===== src/design/fnlf_pkg.sv =====
// Shared types and constants for the first neighbour link finder.
// Depends on nothing; used by every module in the design folder.
package fnlf_pkg;

    localparam int COORD_W  = 16;
    localparam int CFG_IDX_W = 2;
    localparam int CFG_DATA_W = 16;
    localparam int OUT_IDX_W = 5;
    localparam int MAXPT_W  = 6;
    localparam int LIM_W    = 2 * COORD_W;

    localparam logic [CFG_IDX_W-1:0] CFG_LINK_ENABLE      = 2'd0;
    localparam logic [CFG_IDX_W-1:0] CFG_MAX_POINTS       = 2'd1;
    localparam logic [CFG_IDX_W-1:0] CFG_CONNECT_DISTANCE = 2'd2;

    localparam logic [OUT_IDX_W-1:0] RESULT_LIMIT = 5'd31;

    localparam logic [MAXPT_W-1:0]    MAX_POINTS_RST  = 6'd32;
    localparam logic [COORD_W-1:0]    CONNECT_DIST_RST = 16'd100;

    typedef struct packed {
        logic signed [COORD_W-1:0] x;
        logic signed [COORD_W-1:0] y;
        logic signed [COORD_W-1:0] z;
    } t_point;

    // compare request into the distance pipe
    typedef struct packed {
        logic valid;
        logic last;
    } t_dist_ctl;

    // compare outcome from the distance pipe
    typedef struct packed {
        logic valid;
        logic last;
        logic hit;
    } t_dist_rsp;

    typedef enum logic [1:0] {
        ST_IDLE,
        ST_SCAN,
        ST_REWIND,
        ST_LAST
    } t_state;

endpackage


===== src/design/fnlf_cell.sv =====
// One storage cell of the point ring: holds a single 3D point.
// Depends on fnlf_pkg.
module fnlf_cell (
    input  logic             i_clk,
    input  logic             i_load,
    input  fnlf_pkg::t_point i_load_pt,
    input  logic             i_shift,
    input  fnlf_pkg::t_point i_next_pt,
    output fnlf_pkg::t_point o_pt
);
    import fnlf_pkg::*;

    t_point r_pt;

    // load and shift never coincide: loads happen only when idle
    always_ff @(posedge i_clk) begin
        if (i_load) begin
            r_pt <= i_load_pt;
        end else if (i_shift) begin
            r_pt <= i_next_pt;
        end
    end

    assign o_pt = r_pt;

endmodule


===== src/design/fnlf_dist.sv =====
// Three-stage squared distance compare: |d| per axis, squares, sum vs limit.
// Depends on fnlf_pkg.
module fnlf_dist #(
    parameter int IW = 5
) (
    input  logic                          i_clk,
    input  logic                          i_rst_n,
    input  logic                          i_flush,
    input  fnlf_pkg::t_dist_ctl           i_req,
    input  logic [IW-1:0]                 i_b,
    input  fnlf_pkg::t_point              i_a_pt,
    input  fnlf_pkg::t_point              i_b_pt,
    input  logic [fnlf_pkg::LIM_W-1:0]    i_lim,
    output fnlf_pkg::t_dist_rsp           o_rsp,
    output logic [IW-1:0]                 o_b
);
    import fnlf_pkg::*;

    localparam int DW = COORD_W + 1;

    // stage 1: absolute differences
    t_dist_ctl          r_s1_ctl;
    logic [IW-1:0]      r_s1_b;
    logic [COORD_W-1:0] r_s1_dx, r_s1_dy, r_s1_dz;
    // stage 2: squares
    t_dist_ctl          r_s2_ctl;
    logic [IW-1:0]      r_s2_b;
    logic [LIM_W-1:0]   r_s2_qx, r_s2_qy, r_s2_qz;
    // stage 3: compare
    t_dist_rsp          r_s3_rsp;
    logic [IW-1:0]      r_s3_b;

    logic signed [DW-1:0] w_dx, w_dy, w_dz;
    logic [COORD_W-1:0]   w_ax, w_ay, w_az;
    logic [LIM_W+1:0]     w_sum;

    function automatic logic [COORD_W-1:0] f_abs(input logic signed [DW-1:0] d);
        logic signed [DW-1:0] m;
        m = d[DW-1] ? -d : d;
        return m[COORD_W-1:0];
    endfunction

    always_comb begin
        w_dx = DW'(i_b_pt.x) - DW'(i_a_pt.x);
        w_dy = DW'(i_b_pt.y) - DW'(i_a_pt.y);
        w_dz = DW'(i_b_pt.z) - DW'(i_a_pt.z);
        w_ax = f_abs(w_dx);
        w_ay = f_abs(w_dy);
        w_az = f_abs(w_dz);
        w_sum = (LIM_W+2)'(r_s2_qx) + (LIM_W+2)'(r_s2_qy) + (LIM_W+2)'(r_s2_qz);
    end

    always_ff @(posedge i_clk) begin
        if (!i_rst_n || i_flush) begin
            r_s1_ctl <= '0;
            r_s2_ctl <= '0;
            r_s3_rsp <= '0;
        end else begin
            r_s1_ctl <= i_req;
            r_s2_ctl <= r_s1_ctl;
            r_s3_rsp.valid <= r_s2_ctl.valid;
            r_s3_rsp.last  <= r_s2_ctl.last;
            r_s3_rsp.hit   <= (w_sum <= (LIM_W+2)'(i_lim));
        end
    end

    always_ff @(posedge i_clk) begin
        r_s1_b  <= i_b;
        r_s1_dx <= w_ax;
        r_s1_dy <= w_ay;
        r_s1_dz <= w_az;
        r_s2_b  <= r_s1_b;
        r_s2_qx <= r_s1_dx * r_s1_dx;
        r_s2_qy <= r_s1_dy * r_s1_dy;
        r_s2_qz <= r_s1_dz * r_s1_dz;
        r_s3_b  <= r_s2_b;
    end

    assign o_rsp = r_s3_rsp;
    assign o_b   = r_s3_b;

endmodule


===== src/design/first_neighbor_link_finder_top.sv =====
// Load: one point per cycle, accepted whenever o_busy is low; no result.
// Run: each point a waits for the ring to bring it round, pairs pass a 3-deep pipe, then a rewind.
// Results leave one per strobe cycle and cannot be stalled; the flagged last one strobes as busy falls.
// Reset (i_rst_n low, synchronous) empties the store count, loads register defaults.
// Depends on fnlf_pkg, fnlf_cell, fnlf_dist.
module first_neighbor_link_finder_top #(
    parameter int POINTS = 32
) (
    input  logic                              i_clk,
    input  logic                              i_rst_n,
    // request channel
    input  logic                              i_start,
    output logic                              o_busy,
    input  logic                              i_command,
    input  logic signed [fnlf_pkg::COORD_W-1:0] i_pos_x,
    input  logic signed [fnlf_pkg::COORD_W-1:0] i_pos_y,
    input  logic signed [fnlf_pkg::COORD_W-1:0] i_pos_z,
    // configuration write port
    input  logic                              i_cfg_we,
    input  logic [fnlf_pkg::CFG_IDX_W-1:0]    i_cfg_index,
    input  logic [fnlf_pkg::CFG_DATA_W-1:0]   i_cfg_data,
    // result channel
    output logic                              o_strobe,
    output logic                              o_pair_valid,
    output logic [fnlf_pkg::OUT_IDX_W-1:0]    o_first_index,
    output logic [fnlf_pkg::OUT_IDX_W-1:0]    o_second_index,
    output logic                              o_last_result
);
    import fnlf_pkg::*;

    // IW indexes the ring, CW holds a count up to POINTS
    localparam int IW = (POINTS > 1) ? $clog2(POINTS) : 1;
    localparam int CW = $clog2(POINTS + 1);
    localparam int MW = (CW > MAXPT_W) ? CW : MAXPT_W;

    // ------------------------------------------------------------------
    // configuration registers
    // ------------------------------------------------------------------
    logic               r_link_enable;
    logic [MAXPT_W-1:0] r_max_points;
    logic [COORD_W-1:0] r_connect_distance;

    always_ff @(posedge i_clk) begin
        if (!i_rst_n) begin
            r_link_enable      <= 1'b1;
            r_max_points       <= MAX_POINTS_RST;
            r_connect_distance <= CONNECT_DIST_RST;
        end else if (i_cfg_we) begin
            unique case (i_cfg_index)
                CFG_LINK_ENABLE:      r_link_enable      <= i_cfg_data[0];
                CFG_MAX_POINTS:       r_max_points       <= i_cfg_data[MAXPT_W-1:0];
                CFG_CONNECT_DISTANCE: r_connect_distance <= i_cfg_data[COORD_W-1:0];
                default: ; // unmapped index: write dropped
            endcase
        end
    end

    // ------------------------------------------------------------------
    // run state
    // ------------------------------------------------------------------
    t_state           r_state, n_state;
    logic [CW-1:0]    r_count, n_count;    // points loaded
    logic [CW-1:0]    r_n, n_n;            // points taking part in this run
    logic [LIM_W-1:0] r_lim, n_lim;        // squared link distance
    logic [IW-1:0]    r_a, n_a;            // current earlier point
    logic             r_have_a, n_have_a;  // point a captured off the ring
    t_point           r_apt, n_apt;
    logic [IW-1:0]    r_h, n_h;            // index of point sitting in cell 0
    logic [OUT_IDX_W-1:0] r_found, n_found;

    // one pair held back so that the final one can carry the last flag
    logic                 r_buf_valid, n_buf_valid;
    logic [OUT_IDX_W-1:0] r_buf_a, n_buf_a;
    logic [OUT_IDX_W-1:0] r_buf_b, n_buf_b;

    logic                 r_strobe, n_strobe;
    logic                 r_pair_valid, n_pair_valid;
    logic [OUT_IDX_W-1:0] r_first, n_first;
    logic [OUT_IDX_W-1:0] r_second, n_second;
    logic                 r_last, n_last;

    logic w_accept, w_do_load, w_do_run, w_rotate, w_done, w_advance, w_pair;
    logic [MW-1:0] w_min;
    logic [CW-1:0] w_h_ext, w_a_ext;

    // ------------------------------------------------------------------
    // point ring: cell i hands its point to cell i-1 while the ring turns
    // ------------------------------------------------------------------
    t_point w_cell_pt [POINTS];
    logic   [POINTS-1:0] w_cell_load;
    t_point w_load_pt;

    assign w_load_pt = '{x: i_pos_x, y: i_pos_y, z: i_pos_z};

    for (genvar gi = 0; gi < POINTS; gi++) begin : g_ring
        assign w_cell_load[gi] = w_do_load && (r_count == CW'(gi));
        fnlf_cell u_cell (
            .i_clk     (i_clk),
            .i_load    (w_cell_load[gi]),
            .i_load_pt (w_load_pt),
            .i_shift   (w_rotate),
            .i_next_pt (w_cell_pt[(gi + 1) % POINTS]),
            .o_pt      (w_cell_pt[gi])
        );
    end

    // ------------------------------------------------------------------
    // distance pipe
    // ------------------------------------------------------------------
    t_dist_ctl     w_req;
    t_dist_rsp     w_rsp;
    logic [IW-1:0] w_rsp_b;
    logic          w_flush;

    fnlf_dist #(
        .IW (IW)
    ) u_dist (
        .i_clk   (i_clk),
        .i_rst_n (i_rst_n),
        .i_flush (w_flush),
        .i_req   (w_req),
        .i_b     (r_h),
        .i_a_pt  (r_apt),
        .i_b_pt  (w_cell_pt[0]),
        .i_lim   (r_lim),
        .o_rsp   (w_rsp),
        .o_b     (w_rsp_b)
    );

    // ------------------------------------------------------------------
    // shared control terms
    // ------------------------------------------------------------------
    always_comb begin
        w_accept  = i_start && (r_state == ST_IDLE);
        w_do_load = w_accept && !i_command && (r_count < CW'(POINTS));
        w_do_run  = w_accept && i_command;
        w_h_ext   = CW'(r_h);
        w_a_ext   = CW'(r_a);
        // scan finished once no later point is left or the result cap is hit
        w_done    = ((w_a_ext + CW'(1)) >= r_n) || (r_found == RESULT_LIMIT);
        w_rotate  = (r_state == ST_SCAN) || ((r_state == ST_REWIND) && (r_h != '0));
        w_pair    = (r_state == ST_SCAN) && w_rsp.valid && w_rsp.hit;
        w_advance = (r_state == ST_SCAN) && w_rsp.valid && (w_rsp.hit || w_rsp.last);
        w_flush   = w_advance || (r_state != ST_SCAN);
        w_req.valid = (r_state == ST_SCAN) && r_have_a && (w_h_ext > w_a_ext)
                      && (w_h_ext < r_n);
        w_req.last  = (w_h_ext == (r_n - CW'(1)));
        w_min = ((MW'(r_count) < MW'(r_max_points)) ? MW'(r_count) : MW'(r_max_points));
    end

    // ------------------------------------------------------------------
    // next state
    // ------------------------------------------------------------------
    always_comb begin
        n_state = r_state;
        unique case (r_state)
            ST_IDLE:   if (w_do_run) n_state = ST_SCAN;
            ST_SCAN:   if (w_done) n_state = ST_REWIND;
            ST_REWIND: if (r_h == '0) n_state = ST_LAST;
            ST_LAST:   n_state = ST_IDLE;
            default:   n_state = ST_IDLE;
        endcase
    end

    // ------------------------------------------------------------------
    // datapath and outputs
    // ------------------------------------------------------------------
    always_comb begin
        n_count     = r_count;
        n_n         = r_n;
        n_lim       = r_lim;
        n_a         = r_a;
        n_have_a    = r_have_a;
        n_apt       = r_apt;
        n_h         = r_h;
        n_found     = r_found;
        n_buf_valid = r_buf_valid;
        n_buf_a     = r_buf_a;
        n_buf_b     = r_buf_b;
        n_strobe     = 1'b0;
        n_pair_valid = 1'b0;
        n_first      = '0;
        n_second     = '0;
        n_last       = 1'b0;

        if (w_do_load) begin
            n_count = r_count + CW'(1);
        end

        if (w_do_run) begin
            n_n         = r_link_enable ? CW'(w_min) : '0;
            n_lim       = LIM_W'(r_connect_distance) * LIM_W'(r_connect_distance);
            n_a         = '0;
            n_have_a    = 1'b0;
            n_found     = '0;
            n_buf_valid = 1'b0;
        end

        if (w_rotate) begin
            n_h = (r_h == IW'(POINTS - 1)) ? '0 : r_h + IW'(1);
        end

        if (r_state == ST_SCAN) begin
            // catch point a as it passes cell 0
            if (!r_have_a && (r_h == r_a)) begin
                n_apt    = w_cell_pt[0];
                n_have_a = 1'b1;
            end
            if (w_pair) begin
                if (r_buf_valid) begin
                    n_strobe     = 1'b1;
                    n_pair_valid = 1'b1;
                    n_first      = r_buf_a;
                    n_second     = r_buf_b;
                end
                n_buf_valid = 1'b1;
                n_buf_a     = OUT_IDX_W'(r_a);
                n_buf_b     = OUT_IDX_W'(w_rsp_b);
                n_found     = r_found + OUT_IDX_W'(1);
            end
            if (w_advance) begin
                n_a      = r_a + IW'(1);
                n_have_a = 1'b0;
            end
        end

        if (r_state == ST_LAST) begin
            n_strobe     = 1'b1;
            n_pair_valid = r_buf_valid;
            n_first      = r_buf_valid ? r_buf_a : '0;
            n_second     = r_buf_valid ? r_buf_b : '0;
            n_last       = 1'b1;
            n_buf_valid  = 1'b0;
            n_count      = '0;
        end
    end

    // ------------------------------------------------------------------
    // registers
    // ------------------------------------------------------------------
    always_ff @(posedge i_clk) begin
        if (!i_rst_n) begin
            r_state     <= ST_IDLE;
            r_count     <= '0;
            r_h         <= '0;
            r_a         <= '0;
            r_have_a    <= 1'b0;
            r_found     <= '0;
            r_buf_valid <= 1'b0;
            r_strobe    <= 1'b0;
        end else begin
            r_state     <= n_state;
            r_count     <= n_count;
            r_h         <= n_h;
            r_a         <= n_a;
            r_have_a    <= n_have_a;
            r_found     <= n_found;
            r_buf_valid <= n_buf_valid;
            r_strobe    <= n_strobe;
        end
    end

    always_ff @(posedge i_clk) begin
        r_n          <= n_n;
        r_lim        <= n_lim;
        r_apt        <= n_apt;
        r_buf_a      <= n_buf_a;
        r_buf_b      <= n_buf_b;
        r_pair_valid <= n_pair_valid;
        r_first      <= n_first;
        r_second     <= n_second;
        r_last       <= n_last;
    end

    assign o_busy         = (r_state != ST_IDLE);
    assign o_strobe       = r_strobe;
    assign o_pair_valid   = r_pair_valid;
    assign o_first_index  = r_first;
    assign o_second_index = r_second;
    assign o_last_result  = r_last;

endmodule


===== config.mk =====
export PLATFORM = sky130hd
export DESIGN_NAME = first_neighbor_link_finder_top
export DESIGN_NICKNAME = d
export VERILOG_FILES = /design/src/design/fnlf_pkg.sv /design/src/design/fnlf_cell.sv /design/src/design/fnlf_dist.sv /design/src/design/first_neighbor_link_finder_top.sv
export SDC_FILE = /design/constraint.sdc
export NUM_CORES = 2
export LEC_CHECK = 0
export BUFFER_PORTS_ARGS = -buffer_cell sky130_fd_sc_hd__clkbuf_2
export CORE_ASPECT_RATIO = 0.9
export CORE_MARGIN = 2
export CORE_UTILIZATION = 61
export DETAILED_ROUTE_END_ITERATION = 6
export PLACE_DENSITY = 0.77
export SYNTH_ARGS = -nofsm -noshare
export SYNTH_HDL_FRONTEND = slang
export SYNTH_HIERARCHICAL = 1
export SYNTH_SLANG_ARGS = --single-unit

===== constraint.sdc =====
create_clock -name i_clk -period 18.6 [get_ports i_clk]
set_input_delay 5.58 -clock i_clk [delete_from_list [all_inputs] [get_ports i_clk]]
set_output_delay 5.58 -clock i_clk [all_outputs]
set_load 0.005 [all_outputs]

==> impl_metrics.csv <==
group,metric,value,unit
final_layout,final_common_cell,"edfxtp_1",
worst_setup_path,worstPathRequired,19.04,ns
floorplan,fp.dieW,455.0,um
hold_path,worst_hold_startpoint,"u_dist/r_s2_b[0]",
yosys,ys_types,101,
flow_run,cap_violations,0,
sta,final_max_slew_viol_count,0,
clock_network,hold_buffers,0,
sta,setup-tns-final,0,ns
worst_setup_path,cp-end-kind,"flop",
floorplan,dieHeight,409.9,um
clock_network,numCtsBuffers,182,
final_layout,syn_to_final_growth,7.463,%
routing,routed_wl,261500,um
sta,fin_skew,0.05955,ns
sta,rsz0062_at_grt,"no",
sta,worst-slew-pin-transition,1.314,ns
placed_design,port_buffers,84,
clock_network,cts_max_level,4,
global_route,grt_pass1_vias,67210,
final_layout,fillCellCount,12530,
yosys,yosysTopAreaCellShare,0.4386,
routing,ant_nets,0,
clock_network,post_cts_buffers,0,
floorplan,core,181300,um2
yosys,synth_seq_cells,1855,
yosys,syn_avg_cell_area,13.53,um2
clock_network,cts_resized,0,
global_route,antenna_found_initial,9,
worst_setup_path,r2r_slack,10.70,ns
yosys,async_flop_share,0,
sta,final.period_utilization,0.4790,
routing,drt_drc_violations_left,0,
final_layout,fin_nets,9652,
worst_setup_path,worstPathMaxFanout,49,
worst_setup_path,startpoint,"i_start",
final_layout,mostFrequentLayoutCells,"1631 x edfxtp_1, 1253 x mux2_2, 1140 x inv_1",
clock_network,cts_tree,"done",
global_route,grt_use_total,0.2833,
yosys,synth_nets,9571,
worst_setup_path,reg2reg_from,"u_dist/r_s1_dz[4]",
worst_setup_path,reg2reg_depth,22,
yosys,ys_top_cells_by_area,"edfxtp_1 44%, mux2_2 13%, fa_1 12%",
yosys,ys_seq_area_frac,0.4788,
hold_path,hp-class,"flop to flop",
sta,relSlewSlack,0.1238,
yosys,synth_warnings,6,
floorplan,initial_core_util,0.6159,
routing,via_count,64960,
routing,wl_per_cell,24.01,um
yosys,synth_top_cell_by_area,"edfxtp_1",
clock_network,clock-sinks,1855,
sta,whs,0.3218,ns
routing,dr.pass1.iters,5,
floorplan,pin_count,85,
worst_setup_path,r2r-end,"u_dist/r_s2_qz[31]",
clock_network,clockBufferDepth,3,
routing,drtIter0Drc,5767,
global_route,grt_max_degree,50,
hold_path,holdPathStages,0,
hold_path,holdPathEnd,"u_dist/o_b[0]",
yosys,syn-cell-area,111700,um2
worst_setup_path,worstSetupStartpointType,"input pin",
global_route,grt_overflow,0,
clock_network,clock_latency,0.84,ns
outcome,status,"finished, final reports clean",
sta,finalHoldViolCount,0,
sta,fin_crit,8.909,ns
worst_setup_path,timing.setup.critical_path_class,"input pin to flop",
placed_design,dpl.hpwl,175100,um
yosys,dominantRegCellSynth,"edfxtp_1",
placed_design,place_congestion,0.9005,
sta,max_freq,0.1123,GHz
sta,setup_viol,0,
floorplan,dieArea,186500,um2
global_route,grt_pass1_wl,400900,um
worst_setup_path,worstPathArrival,9.35,ns
final_layout,layout-drive-gt1-share,0.2463,
yosys,syn-instance-count,8253,
clock_network,clk_pin_slew,0.06,ns
floorplan,rows,148,
yosys,synth_edf_count,1631,
clock_network,root_buffer,"clkbuf_16",
routing,routed_via_density,5.966,
[state kept, by name, summed over array words and instances, names as in the netlist, 6 cells and up]
register and count:
g_ring.u_cell/o_pt 1536, r_apt 48, r_connect_distance 16, r_count 6, r_lim 31, r_max_points 6, r_n 6, u_dist/r_s1_dx 16
u_dist/r_s1_dy 16, u_dist/r_s1_dz 16, u_dist/r_s2_qx 31, u_dist/r_s2_qy 31, u_dist/r_s2_qz 31
[per-stage QoR]
step	setup WS (ns)	cell area (um2)	std cells	util
global route	9.547	120000	10890	0.6619
detailed placement	8.840	114100	10550	0.6291
global placement	8.863	114100	10550	0.6291
finish	9.691	120000	10890	0.6619
CTS	9.731	120000	10890	0.6619
floorplan	10.16	111700	8253	-
[worst max-delay path: stages]
cell	delay, ns
clkbuf_2	0.09
nand2_1	0.25
nor4_1	0.91
nand2_1	0.59
nor2_4	0.25
buf_4	0.60
or2_2	1.03
[area by class of cell]
type                            count  area (um2)  area share
Antenna cell                        2       5.005  0.00004171
Clock buffer                      230        4878     0.04066
Clock inverter                    106        1060    0.008832
Inverter                         1142        4287     0.03572
Multi-Input combinational cell   4996       52330      0.4361
Sequential cell                  1855       53460      0.4455
Tap cell                         2400        3003     0.02503
Timing Repair Buffer              157       968.4    0.008071
[layer usage]
| layer | vias up | wire length (um) | track usage |
|---|---|---|---|
| li1 | 28830 | - | - |
| met1 | 33150 | 104300 | 0.3766 |
| met2 | 2441 | 128400 | 0.4744 |
| met3 | 526 | 19540 | 0.04795 |
| met4 | 8 | 9161 | 0.09203 |
| met5 | - | 47 | 0 |
[logic make-up (layout without fill, tap and decap cells)]
kind of cell | after synthesis | in the layout | synth area share
other | 1 | 3 | 0.00003358
flip-flops | 1855 | 1855 | 0.4788
XOR/XNOR | 282 | 282 | 0.02224
multiplexers | 1553 | 1553 | 0.1662
AO/OA/AOI/OAI | 682 | 682 | 0.04010
adder cells (fa/ha/maj) | 1247 | 1247 | 0.1841
AND/OR/NAND/NOR | 1231 | 1231 | 0.05382
buffers and inverters | 1402 | 1635 | 0.05476
[cells in the mapped netlist (31+ instances only)]
cell / number
a21o_1: 80
a21oi_1: 212
and2_1: 211
buf_4: 96
buf_6: 65
clkbuf_1: 95
dfxtp_1: 224
edfxtp_1: 1631
fa_1: 660
ha_1: 587
inv_1: 1141
mux2_2: 1253
mux2_4: 288
nand2_1: 420
nand3_1: 58
nor2_1: 252
nor2b_1: 45
nor3_1: 39
o21a_1: 38
o21ai_0: 93
o21ai_1: 33
o21bai_1: 31
or2_1: 33
xnor2_1: 185
xor2_1: 96
[worst max-delay path by stage]
stage,endpoint,slack [ns],cells past startpoint
3_3_place_gp,g_ring[12].u_cell/o_pt[19],8.86,7
6_report,g_ring[12].u_cell/o_pt[21],9.69,7
2_1_floorplan,g_ring[15].u_cell/o_pt[0],10.16,7
4_1_cts,g_ring[12].u_cell/o_pt[21],9.73,7
3_5_place_dp,g_ring[12].u_cell/o_pt[29],8.84,7
5_1_grt,g_ring[12].u_cell/o_pt[0],9.55,7
Power is left out: the tool's default activity adds up to more than one toggle a clock period on the data nets, which glitch-free logic cannot reach.
